===== src/swhc_ram.sv =====
// ----------------------------------------------------------------------------
// swhc_ram
// Generic simple dual-port RAM: one write port, one read port with the read
// data registered.
// ----------------------------------------------------------------------------
module swhc_ram #(
  parameter int WIDTH = 8,
  parameter int DEPTH = 16
) (
  input  logic                                      clk,
  input  logic                                      we,
  input  logic [((DEPTH > 1) ? $clog2(DEPTH) : 1)-1:0] wr_addr,
  input  logic [WIDTH-1:0]                          wr_data,
  input  logic                                      re,
  input  logic [((DEPTH > 1) ? $clog2(DEPTH) : 1)-1:0] rd_addr,
  output logic [WIDTH-1:0]                          rd_data
);

  logic [WIDTH-1:0] mem [DEPTH];

  // write port
  always_ff @(posedge clk) begin
    if (we) begin
      mem[wr_addr] <= wr_data;
    end
  end

  // registered read port
  always_ff @(posedge clk) begin
    if (re) begin
      rd_data <= mem[rd_addr];
    end
  end

endmodule


===== config.mk =====
export PLATFORM = sky130hd
export DESIGN_NAME = swhc_ram
export DESIGN_NICKNAME = d
export VERILOG_FILES = /design/src/swhc_ram.sv
export SDC_FILE = /design/constraint.sdc
export NUM_CORES = 1
export LEC_CHECK = 0
export BUFFER_PORTS_ARGS = -buffer_cell sky130_fd_sc_hd__buf_4
export CORE_MARGIN = 3
export CORE_UTILIZATION = 55
export DETAILED_ROUTE_END_ITERATION = 12
export HOLD_SLACK_MARGIN = 0.12
export PLACE_DENSITY_LB_ADDON = 0.08
export SKIP_CTS_REPAIR_TIMING = 1
export SYNTH_ARGS = -nofsm -noshare
export SYNTH_HDL_FRONTEND = slang
export SYNTH_SLANG_ARGS = --single-unit

===== constraint.sdc =====
create_clock -name clk -period 3.1 [get_ports clk]
set_input_delay 0.62 -clock clk [delete_from_list [all_inputs] [get_ports clk]]
set_output_delay 0.62 -clock clk [all_outputs]
set_load 0.05 [all_outputs]

==> run summary <==
LAYOUT
--------------------------------------------------------------------------------------
Finished Core Util ......................................................        68.3%
Growth of design area from synthesis to finish ..........................        17.3%
Final net count .........................................................          291
Final Instance Area .....................................................     6130 um2
Count of fill cells added during filler insertion .......................          565
ANT cells ...............................................................            0
Proportion of layout cells with a drive suffix above 1 ..................        28.1%
Non-filler cells in the finished layout .................................          411

WORST SETUP PATH
--------------------------------------------------------------------------------------
Master of the slowest instance on the critical path .....................       mux4_1
Crit start category ..................................................... primary input
Cell family with most CP delay .......................................... multiplexers
Capturing element type of the critical path .............................     register
Worst reg2reg setup slack ...............................................      1.62 ns
Req. time, crit path ....................................................      3.34 ns
Delay of the slowest cell on the worst path .............................      0.67 ns
Arrival time of the worst setup path ....................................      2.11 ns
Largest fanout of any net on the critical path ..........................           32
Number of buffers and inverters on the critical path ....................            1
CP Cell Sequence ........................................................ buf_4 > mux4_1 > a22oi_1 > nand2_1
Kind of critical path ................................................... primary input to register
Length in cells of the worst reg-to-reg path ............................            3
Reg2reg start ...........................................................    mem[6][1]
Worst flop-to-flop path endpoint ........................................   rd_data[1]

POWER
--------------------------------------------------------------------------------------
VDD IR max ..............................................................   0.000446 V
Cell area power density .................................................   687 nW/um2
Final total power .......................................................      4.21 mW
Pleak ...................................................................      2.04 nW

FLOORPLAN
--------------------------------------------------------------------------------------
Vertical die dimension ..................................................       103 um
Starting density of the core ............................................        58.2%
Die Area ................................................................    10700 um2
Row cnt .................................................................           34
Ports placed on the boundary ............................................           27
CORE AREA ...............................................................     8980 um2
Die width ...............................................................       103 um

CLOCKING
--------------------------------------------------------------------------------------
Buffers from clock root to sink, at most ................................            2
Root cell of the clock tree .............................................     clkbuf_8
Number of buffers inserted during clock tree synthesis ..................           17
# H-tree levels .........................................................            4
CTS clock-pin slew for the worst setup and hold paths ...................      0.06 ns
Sink Count ..............................................................          136
CTS tree ................................................................        built
Worst-Skew Late Latency .................................................      0.51 ns

ROUTE
--------------------------------------------------------------------------------------
Router iterations before antenna repair .................................            4
Via density per instance ................................................         5.80
Post-detailed-route count of antenna-violating nets .....................            0
Count of routing violations after the opening detailed-route iteration ..          217
Post-route DRC violation count ..........................................            0
Wire length after detailed routing ......................................      9280 um
Routed len/inst .........................................................      22.6 um
DR vias .................................................................         2385

STA
--------------------------------------------------------------------------------------
Final worst setup slack .................................................      1.23 ns
Slew at the pin closest to its max-slew limit ...........................     0.958 ns
Final Hold Vio Count ....................................................            0
Fin Clk Skew ............................................................   0.00709 ns
Max_slew headroom .......................................................        35.9%
Period utilization ......................................................        60.4%
Worst-case hold slack ...................................................     0.418 ns
Setup total negative slack ..............................................         0 ns
Final setup violating endpoints .........................................            0
Number of max-slew violations in the final report .......................            0
Unrepaired setup endpoints after global routing .........................        false
Min Tclk post-route .....................................................      1.87 ns
Highest achievable clock rate ...........................................      534 MHz

LOGIC SYNTHESIS
--------------------------------------------------------------------------------------
Fraction of registers with async set or reset after synthesis ...........           0%
Synthesized flop and latch total ........................................          136
Number of enable flip-flop cells after synthesis ........................          136
Gate Count Post-Synth ...................................................          229
Cell area after technology mapping ......................................     5230 um2
Count of synthesis-stage warnings from yosys ............................            0
Synth Flop Type .........................................................     edfxtp_1
Average size of a mapped cell ...........................................     22.8 um2
Post-Syn Nets ...........................................................          248
Number of distinct standard cells referenced by the synthesized netlist .           18
Share of the yosys chip area belonging to registers .....................        78.1%

RUN
--------------------------------------------------------------------------------------
Max cap viols ...........................................................            0

GLOBAL ROUTE
--------------------------------------------------------------------------------------
Wire length of the first global-routing pass ............................     14400 um
Gr usage total ..........................................................        19.5%
Antenna violations before repair ........................................            0
GRT Residual Overflow ...................................................            0
Via count of the first global-routing pass ..............................         2466
Largest net degree at the start of global routing .......................           33

STATUS
--------------------------------------------------------------------------------------
Outcome ................................................................. complete, no violations

HOLD PATH
--------------------------------------------------------------------------------------
Terminating pin of the worst hold path ..................................    mem[7][0]
Depth of the worst hold-timing path .....................................            1
Startpoint of the lowest-slack hold path ................................   wr_data[0]
Hold WC Path Type ....................................................... primary input to register

PLACEMENT
--------------------------------------------------------------------------------------
DP Worst Slack ..........................................................     0.695 ns
Placed Instances ........................................................          379
Routability congestion estimate from global placement ...................        0.745
Count of port buffers added during placement ............................           26
Detailed placement HPWL .................................................      5930 um
Area of placed instances ................................................     5550 um2

[flip-flops by register name, summed over array words and instances, names as in the netlist]
| name | flops |
|---|---|
| rd_data | 8 |
| mem | 128 |
[placed cells by master, fill, tap and decap left out, drive strengths merged]
cell type	n
clkbuf	18
nand2	9
bufinv	3
nor2	13
clkinv	7
a22oi	16
buf	34
nand3b	2
mux4	32
and2b	1
clkinvlp	4
nor3	4
and2	1
or3b	1
nand2b	2
nor2b	1
edfxtp	136
nand3	1
[layer usage]
metal / global-route usage (%) / share of wire [%]
met5: 0 / 0
met3: 5.30 / 5.7
met2: 29.3 / 49
met4: 5.98 / 0.70
met1: 28.6 / 44
[synth_stat cells (2+ instances only)]
library cell,instances,share of area (%)
edfxtp_1,136,78
mux4_2,18,7.8
a22oi_1,16,2.3
mux4_1,14,7.0
nor2_1,13,0.93
nand2_1,9,0.65
nor3_1,4,0.38
buf_2,3,0.29
buf_6,3,0.65
clkdlybuf4s25_2,3,0.57
nand2b_1,2,0.24
nand3b_1,2,0.29
[kinds of logic after synthesis]
logic type	synth area share, %
compound gates	2.30
flops	78.1
buf+inv	1.65
mux	14.8
simple gates	3.14
[worst max-delay path by stage]
stage                     depth (start not counted)       start          to
after floorplan                                   2  wr_addr[2]   mem[0][0]
after global placement                            4  rd_addr[0]  rd_data[0]
after detailed placement                          4  rd_addr[0]  rd_data[1]
after CTS                                         4  rd_addr[0]  rd_data[1]
after global routing                              4  rd_addr[0]  rd_data[0]
final                                             4  rd_addr[0]  rd_data[0]
[cell type report]
type,count,area (um2),area share [%]
sequential,136,4080,66.6
tap,126,158,2.57
clock inverter,14,158,2.57
multi-input combinational,83,1060,17.2
clock buffer,18,418,6.82
timing repair buffer,34,255,4.16
[power by group]
part | leakage [nW] | total (mW) | switching, mW | internal (mW)
Clock | 0.267 | 1.91 | 0.695 | 1.21
Sequential | 1.24 | 2.08 | 0.0103 | 2.07
Combinational | 0.538 | 0.219 | 0.134 | 0.0851
Note: power is estimated with default switching activity, not from simulation.
