<file path="src/swhc_pkg.sv">
// ----------------------------------------------------------------------------
// swhc_pkg
// Shared constants, types and command codes for the sliding window hit
// counter: bucket ring geometry, field widths and the bucket entry layout.
// ----------------------------------------------------------------------------
package swhc_pkg;

  // ring geometry
  localparam int WINDOW = 300;
  localparam int SLOT_W = (WINDOW > 1) ? $clog2(WINDOW) : 1;

  // field widths
  localparam int CMD_W   = 2;
  localparam int STAMP_W = 32;
  localparam int CNT_W   = 16;
  localparam int TOTAL_W = 25;
  localparam int LOAD_W  = 24;
  localparam int ENTRY_W = STAMP_W + 2 * CNT_W;

  // scan accumulator, wide enough for every bucket at full count
  localparam int ACC_W = (CNT_W + SLOT_W + 1 > TOTAL_W) ? CNT_W + SLOT_W + 1 : TOTAL_W + 1;

  // saturation limits
  localparam logic [CNT_W-1:0]   CNT_MAX   = '1;
  localparam logic [TOTAL_W-1:0] TOTAL_MAX = '1;
  localparam logic [LOAD_W-1:0]  LOAD_MAX  = '1;

  // slot reduction: quotient estimate by reciprocal, then up to two corrections
  localparam int          RECIP_SH = 31 + $clog2(WINDOW);
  localparam logic [31:0] RECIP    = 32'((64'd1 << RECIP_SH) / WINDOW);
  localparam int          RED_W    = SLOT_W + 2;

  // average divide: total with 8 fractional bits, divided by the window,
  // using the same reciprocal with the 8-bit scaling folded into the shift
  localparam int DIVIDEND_W = TOTAL_W + 8;
  localparam int LOAD_SH    = RECIP_SH - 8;

  // commands
  typedef enum logic [CMD_W-1:0] {
    CMD_PUT      = 2'd0,
    CMD_GET      = 2'd1,
    CMD_MEAS_PUT = 2'd2,
    CMD_MEAS_GET = 2'd3
  } cmd_t;

  // one bucket of the ring
  typedef struct packed {
    logic [STAMP_W-1:0] stamp;
    logic [CNT_W-1:0]   puts;
    logic [CNT_W-1:0]   gets;
  } entry_t;

  // slot reducer result
  typedef struct packed {
    logic              valid;
    logic [SLOT_W-1:0] slot;
  } slot_res_t;

endpackage

</file>
<file path="src/swhc_slot.sv">
// ----------------------------------------------------------------------------
// swhc_slot
// Two-stage reducer that maps a timestamp to its ring slot, now_sec mod
// WINDOW: a reciprocal multiply estimates the quotient, then the remainder
// is fixed up with at most two compare-and-subtract steps.
// ----------------------------------------------------------------------------
module swhc_slot (
  input  logic                              clk,
  input  logic                              rst,
  input  logic                              start,
  input  logic [swhc_pkg::STAMP_W-1:0]      now_sec,
  output swhc_pkg::slot_res_t               res
);

  logic [63:0]                     prod;
  logic                            prod_v;
  logic [swhc_pkg::STAMP_W-1:0]    now_q;
  logic [31:0]                     quo;
  logic [swhc_pkg::RED_W-1:0]      quo_w;
  logic [swhc_pkg::RED_W-1:0]      win_w;
  logic [swhc_pkg::RED_W-1:0]      rem0;
  logic [swhc_pkg::RED_W-1:0]      rem1;
  logic [swhc_pkg::RED_W-1:0]      rem2;

  // stage 1: quotient estimate product
  always_ff @(posedge clk) begin
    if (rst) begin
      prod_v <= 1'b0;
    end else begin
      prod_v <= start;
    end
    prod  <= now_sec * swhc_pkg::RECIP;
    now_q <= now_sec;
  end

  // stage 2: remainder from low bits only, then correction
  always_comb begin
    quo   = 32'(prod >> swhc_pkg::RECIP_SH);
    win_w = swhc_pkg::RED_W'(swhc_pkg::WINDOW);
    quo_w = quo[swhc_pkg::RED_W-1:0] * win_w;
    rem0  = now_q[swhc_pkg::RED_W-1:0] - quo_w;
    rem1  = (rem0 >= win_w) ? rem0 - win_w : rem0;
    rem2  = (rem1 >= win_w) ? rem1 - win_w : rem1;
  end

  always_ff @(posedge clk) begin
    if (rst) begin
      res.valid <= 1'b0;
    end else begin
      res.valid <= prod_v;
    end
    res.slot <= rem2[swhc_pkg::SLOT_W-1:0];
  end

  // checks
  a_slot_range: assert property (@(posedge clk) disable iff (rst)
    res.valid |-> (res.slot < swhc_pkg::SLOT_W'(swhc_pkg::WINDOW - 1) ||
                   res.slot == swhc_pkg::SLOT_W'(swhc_pkg::WINDOW - 1)))
    else $error("slot out of ring range");

  a_slot_latency: assert property (@(posedge clk) disable iff (rst)
    res.valid |-> $past(start, 2))
    else $error("slot result without a start two cycles earlier");

endmodule

</file>
<file path="config.mk">
export PLATFORM = sky130hd
export DESIGN_NAME = swhc_slot
export DESIGN_NICKNAME = d
export VERILOG_FILES = /design/src/swhc_pkg.sv /design/src/swhc_slot.sv
export SDC_FILE = /design/constraint.sdc
export NUM_CORES = 1
export LEC_CHECK = 0
export ABC_CLOCK_PERIOD_IN_PS = 19800
export BUFFER_PORTS_ARGS = -buffer_cell sky130_fd_sc_hd__buf_2
export CAP_MARGIN = 0
export CORE_MARGIN = 5
export CORE_UTILIZATION = 25
export CTS_BUF_LIST = sky130_fd_sc_hd__clkbuf_8
export CTS_CLUSTER_SIZE = 30
export DETAILED_ROUTE_END_ITERATION = 16
export PLACE_DENSITY_LB_ADDON = 0.25
export SYNTH_ARGS = -nofsm -noshare
export SYNTH_HDL_FRONTEND = slang
export SYNTH_SLANG_ARGS = --single-unit
</file>
<file path="constraint.sdc">
create_clock -name clk -period 19.8 [get_ports clk]
set_input_delay 5.94 -clock clk [delete_from_list [all_inputs] [get_ports clk]]
set_output_delay 5.94 -clock clk [all_outputs]
set_load 0.005 [all_outputs]
</file>
==> results of run 1 <==
flip-flops by register name, summed over array words and instances (netlist names):
name    flops
now_q      11
prod        9
prod_v      1
res        10
per-stage QoR:
step / util [%] / hold WS (ns) / setup WS (ns) / cell area (um^2) / instances
2_1_floorplan: - / 0.331 / 7.75 / 15900 / 1521
3_3_place_gp: 27.2 / 0.374 / 6.66 / 17200 / 2407
3_5_place_dp: 27.2 / 0.360 / 6.49 / 17200 / 2407
4_1_cts: 27.4 / 0.383 / 6.84 / 17300 / 2415
5_1_grt: 27.4 / 0.394 / 6.54 / 17300 / 2415
6_report: 27.4 / 0.377 / 6.82 / 17300 / 2415
worst max-delay path by stage:
| stage | from | endpoint | slack, ns | depth (start not counted) |
|---|---|---|---|---|
| 2_1_floorplan | now_sec[14] | prod[48] | 7.75 | 24 |
| 3_3_place_gp | now_sec[13] | prod[48] | 6.66 | 25 |
| 3_5_place_dp | now_sec[14] | prod[48] | 6.49 | 25 |
| 4_1_cts | now_sec[14] | prod[48] | 6.84 | 25 |
| 5_1_grt | now_sec[9] | prod[48] | 6.54 | 25 |
| 6_report | now_sec[14] | prod[48] | 6.82 | 25 |
area by class of cell:
| type | count | area (um^2) |
|---|---|---|
| Multi-Input combinational cell | 1000 | 13500 |
| Clock inverter | 1 | 7.51 |
| Timing Repair Buffer | 44 | 220 |
| Inverter | 486 | 1820 |
| Clock buffer | 7 | 96.3 |
| Tap cell | 846 | 1060 |
| Sequential cell | 31 | 621 |
| Fill cell | 6827 | 45800 |
cells in the final DEF (no fill, tap or decap), types with 3 or more instances in the layout:
| cell type | n |
|---|---|
| a211oi_1 | 6 |
| nor2b_1 | 12 |
| xor2_1 | 12 |
| and4_1 | 3 |
| o211ai_1 | 5 |
| a21oi_1 | 42 |
| a21o_1 | 26 |
| o21bai_1 | 4 |
| buf_2 | 44 |
| a31oi_1 | 3 |
| o21a_1 | 5 |
| nand4_1 | 7 |
| xnor2_1 | 37 |
| nand2b_1 | 10 |
| nor3_1 | 3 |
| dfxtp_1 | 31 |
| inv_1 | 486 |
| mux2i_1 | 3 |
| nand2_1 | 23 |
| a2111o_1 | 3 |
| nand3_1 | 9 |
| o31ai_1 | 3 |
| nor3b_1 | 3 |
| ha_1 | 311 |
| fa_1 | 369 |
| nor2_1 | 34 |
| clkbuf_8 | 7 |
| o21ai_0 | 18 |
logic make-up (layout without fill, tap and decap cells):
logic type | after synthesis | count (layout) | share of synthesized area, %
simple gates | 120 | 120 | 3.92
fa+ha+maj | 680 | 680 | 70.8
mux | 6 | 6 | 0.448
xor+xnor | 50 | 50 | 2.84
flops | 31 | 31 | 3.90
buf+inv | 490 | 538 | 11.6
compound gates | 144 | 144 | 6.44
critical path: cells and delay by family:
| family | cells | cell delay (ns) |
|---|---|---|
| buf+inv | 7 | 0.78 |
| compound gates | 2 | 0.67 |
| fa+ha+maj | 9 | 4.18 |
| simple gates | 6 | 1.43 |
| xor+xnor | 1 | 0.15 |
per-layer routing:
layer,up-vias,wire [um]
met5,-,7
met4,2,745
met3,31,2110
met2,178,21300
met1,5188,19500
li1,4764,-
==> metrics.txt, run 1 <==
Initial DRT Pass Iterations=5; Synth Warn #=0; number of buffers inserted by hold repair at cts=0; worst reg2reg path depth=25; Worst-path clk slew=approximately 0.08 ns; met3 usage=2.34%; drt initial violations=about 340; TritonCTS Buffers=5; leading area contributor after synthesis=fa_1; M2 GR Usage=approximately 22%; worst reg2reg path endpoint=res[3]; # IOs=45; Post-Syn Instances=about 1500; Die X=roughly 260 um; site row count=92; slowest CP cell=fa_1; postcts setup bufs=0; max-cap violation count=0; Synth Register Bits=31; Post-CTS Resized=0; sequential cell area fraction in the yosys report=3.90%; WS Path Type=in2reg; buffers added on ports=44; WHS Endpoint=res[1]; Netlist cell types=between 60 and 70; placer congestion estimate=a little over 0.9; Tmin final=~13 ns; wire per inst=~18 um; Startpoint Class=primary input; Slew headroom=~43%; area of the mapped netlist=between 15000 and 20000 um^2; initial antenna violation count=1; gr busiest metal=met2; HPWL after DPL=40300 um; DRT antenna net count=0; global route total overflow=0; EDFF count, synth=0; most common flop cell mapped by yosys=dfxtp_1; crit path max fanout=7; syn_area_per_cell=approximately 10 um^2; Synth Net Count=about 2200; CP most frequent cell=fa_1; final hold violation count=0; Die ar.=~69000 um^2; Clk Latency, worst-skew pair=0.31 ns; initial core utilization=around 25%; flop-to-flop setup slack=approximately 14 ns; Peak Freq=77.1 MHz; H-tree levels=2; outcome=finished clean; grt met1 use=between 10% and 20%; CP max stage delay=0.51 ns; Critical Path AT=between 10 and 15 ns; worst hold start=now_q[1]; ANT cells=0; vias per inst=around 4.2; total negative slack=0 ns; vias in the first global route=~12000; DR DRC count=0; RSZ-0062 raised after global routing=no; area share of the largest cell type after synthesis=a little under half; Commonest cells post-synth=inv_1, fa_1, ha_1; endpoint class of the critical path=flop; slew of the pin with the lowest slew margin=approximately 0.85 ns; Clock Path Buffers=2; hold depth=0; Final #Nets=approximately 2300; clock root cell=clkbuf_8; pin count of the biggest net entering global routing=15; final setup skew=about 0.0074 ns; Final setup violation count=0; fin crit share=65.5%; core region area=~63000 um^2; ys async rst share=0%; most common cell in the synthesized netlist=inv_1; ranking of synthesized cells by area=fa_1, ha_1, inv_1, dfxtp_1, xnor2_1; Max Slew Vio Count=0; CP Data Required Time=roughly 20 ns; Die H=262 um; layout cells sized above 1=under 10%; Hold WC Path Type=reg2reg; via count=about 10000; clock sink total=31; area delta synth->final=8.53%; FF-to-FF Start=prod[45]; GR Util All Layers=roughly 13%; CTS tree=yes; total wire length=roughly 44000 um; global-route wire length before repair=a little under 70000 um
Power of run 1 is not shown: default switching activity piles up to over one toggle a cycle in this logic, so the estimate is an artifact.
==> run 2, diff against run 1 <==
ABC_CLOCK_PERIOD_IN_PS = 11900   (was 19800)
clock period = 11.9 ns   (was 19.8 ns; I/O delays follow)
==> run 2 against run 1 <==
Compared with the run above:
- global-route usage hardly changed
- largest cell class unchanged
- critical path depth stayed put
- sequential share of layout area unchanged
- clock skew increased by 0.0013 ns
- critical endpoint unchanged
- wire length down 0.51%
- register-to-register slack lost 7.9 ns
- first-iteration DRC count rose by 23%
- highest routed layer unchanged
- cell area unchanged
- core utilization stayed put
- worst hold slack worse by 0.016 ns
- count of clock-buffer cells in the layout did not move
==> metrics.txt, run 2 (synthesis gave the netlist of run 1 again) <==
Final #Nets=roughly 2300; Post-DP Area=around 17000 um^2; placer congestion estimate=~0.92; buffers added on ports=44; Slew headroom=between 30% and 40%; ANT cells=0; # IOs=45; area delta synth->final=8.53%; Crit path max-delay family=adder cells; outcome=finished clean; HPWL after DPL=between 40000 and 50000 um; drt initial violations=slightly above 400; total wire length=between 40000 and 50000 um; Peak Freq=roughly 95 MHz; number of buffers inserted by hold repair at cts=0; layout cells sized above 1=under 10%; site row count=92; gr busiest metal=met2; DRT antenna net count=0; most common cell after layout, fill and taps aside=inv_1; postcts setup bufs=0; worst hold start=now_q[0]; cell area after layout=roughly 17000 um^2; largest register by flop count=now_q; clock sink total=31; CP Data Required Time=approximately 12 ns; commonest non-fill, non-tap cells in the layout=inv_1, fa_1, ha_1; slowest CP cell=fa_1; slew of the pin with the lowest slew margin=around 0.93 ns; CP max stage delay=0.51 ns; pin count of the biggest net entering global routing=15; TritonCTS Buffers=5; wire per inst=between 15 and 20 um; CP bufs+invs=7; core region area=around 63000 um^2; met3 usage=between 1.5 and 2%; Final setup violation count=0; crit path max fanout=7; global route total overflow=0; Critical Path AT=about 11 ns; fin crit share=approximately nine tenths; Die ar.=~69000 um^2; Max Slew Vio Count=0; total negative slack=0 ns; Die X=262 um; CP most frequent cell=fa_1; DR DRC count=0; CTS tree=yes; Worst-path clk slew=0.08 ns; GR Util All Layers=between 10% and 20%; via count=10100; origin of the worst setup path=now_sec[14]; max reg flops=11; H-tree levels=2; vias in the first global route=~12000; Startpoint Class=primary input; FF-to-FF Start=prod[45]; initial core utilization=roughly a quarter; Die H=between 200 and 300 um; endpoint class of the critical path=flop; Hold WC Path Type=reg2reg; Post-CTS Resized=0; biggest registers after layout=now_q (11), res (10), prod (9); clock root cell=clkbuf_8; Clk Latency, worst-skew pair=approximately 0.3 ns; global-route wire length before repair=68000 um; final setup skew=slightly below 0.009 ns; WS Path Type=in2reg; Tmin final=approximately 11 ns; RSZ-0062 raised after global routing=no; vias per inst=4.19; initial antenna violation count=1; M2 GR Usage=approximately 22%; grt met1 use=between 10% and 20%; max-cap violation count=0; Core Util, Final=27.4%; Initial DRT Pass Iterations=5; final hold violation count=0; Clock Path Buffers=2
## run 2: through the flow
| step | hold slack [ns] | worst slack [ns] | std cells |
|---|---|---|---|
| final | 0.360 | 1.34 | 2415 |
| after global routing | 0.370 | 1.01 | 2415 |
| after CTS | 0.366 | 1.32 | 2415 |
| after detailed placement | 0.356 | 0.988 | 2407 |
| after global placement | 0.374 | 1.13 | 2407 |
| after floorplan | 0.331 | 2.22 | 1521 |
## run 2: layout make-up
class | count | area, um^2
sequential | 31 | 621
clock inverter | 1 | 7.51
clock buffer | 7 | 96.3
timing repair buffer | 44 | 220
fill | 6832 | 45800
inverter | 486 | 1820
multi-input combinational | 1000 | 13500
tap | 846 | 1060
## run 2: worst paths after layout
check                   to  slack [ns]  cells after the start
setup / recovery  prod[48]        1.34                     25
hold reg to reg     res[0]        0.36                      0
setup reg to reg    res[3]        5.80                     25
hold / removal      res[0]        0.36                      0
## run 2: per-layer routing
layer	wire length [um]	vias up
li1	-	4758
met1	19300	5144
met2	21200	177
met3	2140	30
met4	759	2
met5	7	-
Power of run 2 is left out for the same reason.
==> run 3, diff against run 2 <==
ABC_AREA = 1   (was default)
==> run 3 against run 2 <==
Compared with the run above:
- critical endpoint unchanged
- non-clock buffer count stayed put
- count of clock-buffer cells in the layout fell by 2
- final cell count increased by 8.1%
- worst setup slack gained 0.84 ns
- critical path depth down 4
==> metrics.txt, run 3 <==
total wire length=48900 um; crit path max fanout=9; number of buffers inserted by hold repair at cts=0; core region area=~65000 um^2; Slew headroom=46.3%; Die H=~270 um; Post-Syn Instances=roughly 1700; Crit path max-delay family=adder cells; DR DRC count=0; # IOs=45; HPWL after DPL=44900 um; RSZ-0062 raised after global routing=no; flop-to-flop setup slack=a little under 7 ns; total negative slack=0 ns; site row count=between 90 and 100; Initial DRT Pass Iterations=5; most common flop cell mapped by yosys=dfxtp_1; Die X=around 270 um; CP Capture Point=prod[48]; Final setup violation count=0; fin crit share=81.6%; endpoint class of the critical path=flop; ys async rst share=0%; CP max stage delay=~0.59 ns; area of the mapped netlist=around 16000 um^2; Worst-path clk slew=0.08 ns; Final #Nets=roughly 2500; Clock Path Buffers=2; TritonCTS Buffers=5; slew of the pin with the lowest slew margin=approximately 0.8 ns; biggest registers after layout=now_q (11), res (10), prod (9); largest register by flop count=now_q; max reg flops=11; outcome=finished clean; H-tree levels=2; FF-to-FF Start=prod[45]; Clk Latency, worst-skew pair=0.32 ns; Peak Freq=roughly 100 MHz; global route total overflow=0; initial core utilization=25.3%; clock root cell=clkbuf_8; clock sink total=31; buffers added on ports=44; syn_area_per_cell=roughly 9.6 um^2; placer congestion estimate=0.984; max-cap violation count=0; vias in the first global route=12700; Synth Register Bits=31; worst reg2reg path endpoint=res[3]; layout cells sized above 1=under 10%; Critical Path AT=roughly 9.9 ns; Synth Net Count=about 2400; GR Util All Layers=roughly 14%; area share of the largest cell type after synthesis=about 45%; Crit path depth=21; leading area contributor after synthesis=fa_1; wire per inst=18.7 um; Die ar.=70500 um^2; global-route wire length before repair=76400 um; area delta synth->final=8.41%; Tmin final=slightly below 10 ns; Post-CTS Resized=0; Critical Path, Cell by Cell=buf_2, inv_1, fa_1, fa_1, fa_1, inv_1, fa_1, fa_1, fa_1, fa_1, fa_1, ha_1, nand2_1, nor4_1, and3_1, nand3b_1, o211ai_1, nand2_1, o211ai_1, a21oi_1, xnor2_1; EDFF count, synth=0; Commonest cells post-synth=inv_1, fa_1, ha_1; most common cell in the synthesized netlist=inv_1; CTS tree=yes; drt initial violations=between 600 and 700; final setup skew=between 0.01 and 0.015 ns; DRT antenna net count=0; sequential cell area fraction in the yosys report=between 3 and 4%; postcts setup bufs=0; CP most frequent cell=fa_1; most common cell after layout, fill and taps aside=inv_1; CP Data Required Time=approximately 12 ns; origin of the worst setup path=now_sec[9]; slowest CP cell=fa_1; Synth Warn #=0; vias per inst=between 4 and 5; ranking of synthesized cells by area=fa_1, ha_1, inv_1, dfxtp_1, nand2_1; final hold violation count=0; Netlist cell types=just over 40; Max Slew Vio Count=0; initial antenna violation count=1; commonest non-fill, non-tap cells in the layout=inv_1, fa_1, ha_1; WS Path Type=in2reg; Startpoint Class=primary input; pin count of the biggest net entering global routing=12; via count=between 10000 and 15000; Hold WC Path Type=reg2reg; CP bufs+invs=3; worst reg2reg path depth=28
run 3: cell count changes after synthesis, sizes merged, moves of 12 or more:
cell	delta
a21o	-23
a21oi	+17
inv	+57
nand2	+130
nand3	+28
nand4	+12
nor2	+16
nor2b	-12
o21ai	+13
xnor2	-17
run 3: cell type report:
class	count	area (um^2)
Tap cell	855	1070
Antenna cell	1	2.50
Clock inverter	3	12.5
Multi-Input combinational cell	1127	13700
Fill cell	6919	46900
Timing Repair Buffer	44	220
Inverter	545	2050
Clock buffer	5	68.8
Sequential cell	31	621
run 3: logic make-up after synthesis:
kind of cell    share of synthesized area, %
simple gates                            7.85
compound gates                          4.36
buf+inv                                 12.5
flops                                   3.80
fa+ha+maj                               69.1
xor+xnor                                2.40
run 3: routing by layer:
layer	vias to the layer above	part of all wire [%]	GRT usage [%]
li1	5243	-	-
met1	5657	45	19.3
met2	227	47	24.4
met3	27	5.8	2.81
met4	0	1.7	2.59
met5	-	0	0
run 3: how the worst min path moves through the flow:
stage	startpoint	end	cells past startpoint
6_report	now_q[1]	res[1]	0
5_1_grt	now_q[1]	res[1]	0
4_1_cts	now_q[1]	res[1]	0
3_5_place_dp	now_q[1]	res[1]	0
3_3_place_gp	now_q[1]	res[1]	0
2_1_floorplan	now_q[0]	res[0]	0
run 3: per-stage QoR:
step           hold slack, ns  setup WS [ns]  cell area [um^2]  cells  utilization, %
2_1_floorplan           0.331           2.62             16300   1703               -
3_3_place_gp            0.378           1.97             17600   2602            27.3
3_5_place_dp            0.377           1.86             17600   2602            27.3
4_1_cts                 0.381           2.20             17700   2610            27.4
5_1_grt                 0.384           1.82             17700   2610            27.4
6_report                0.365           2.18             17700   2611            27.4
Power of run 3 is left out for the same reason.
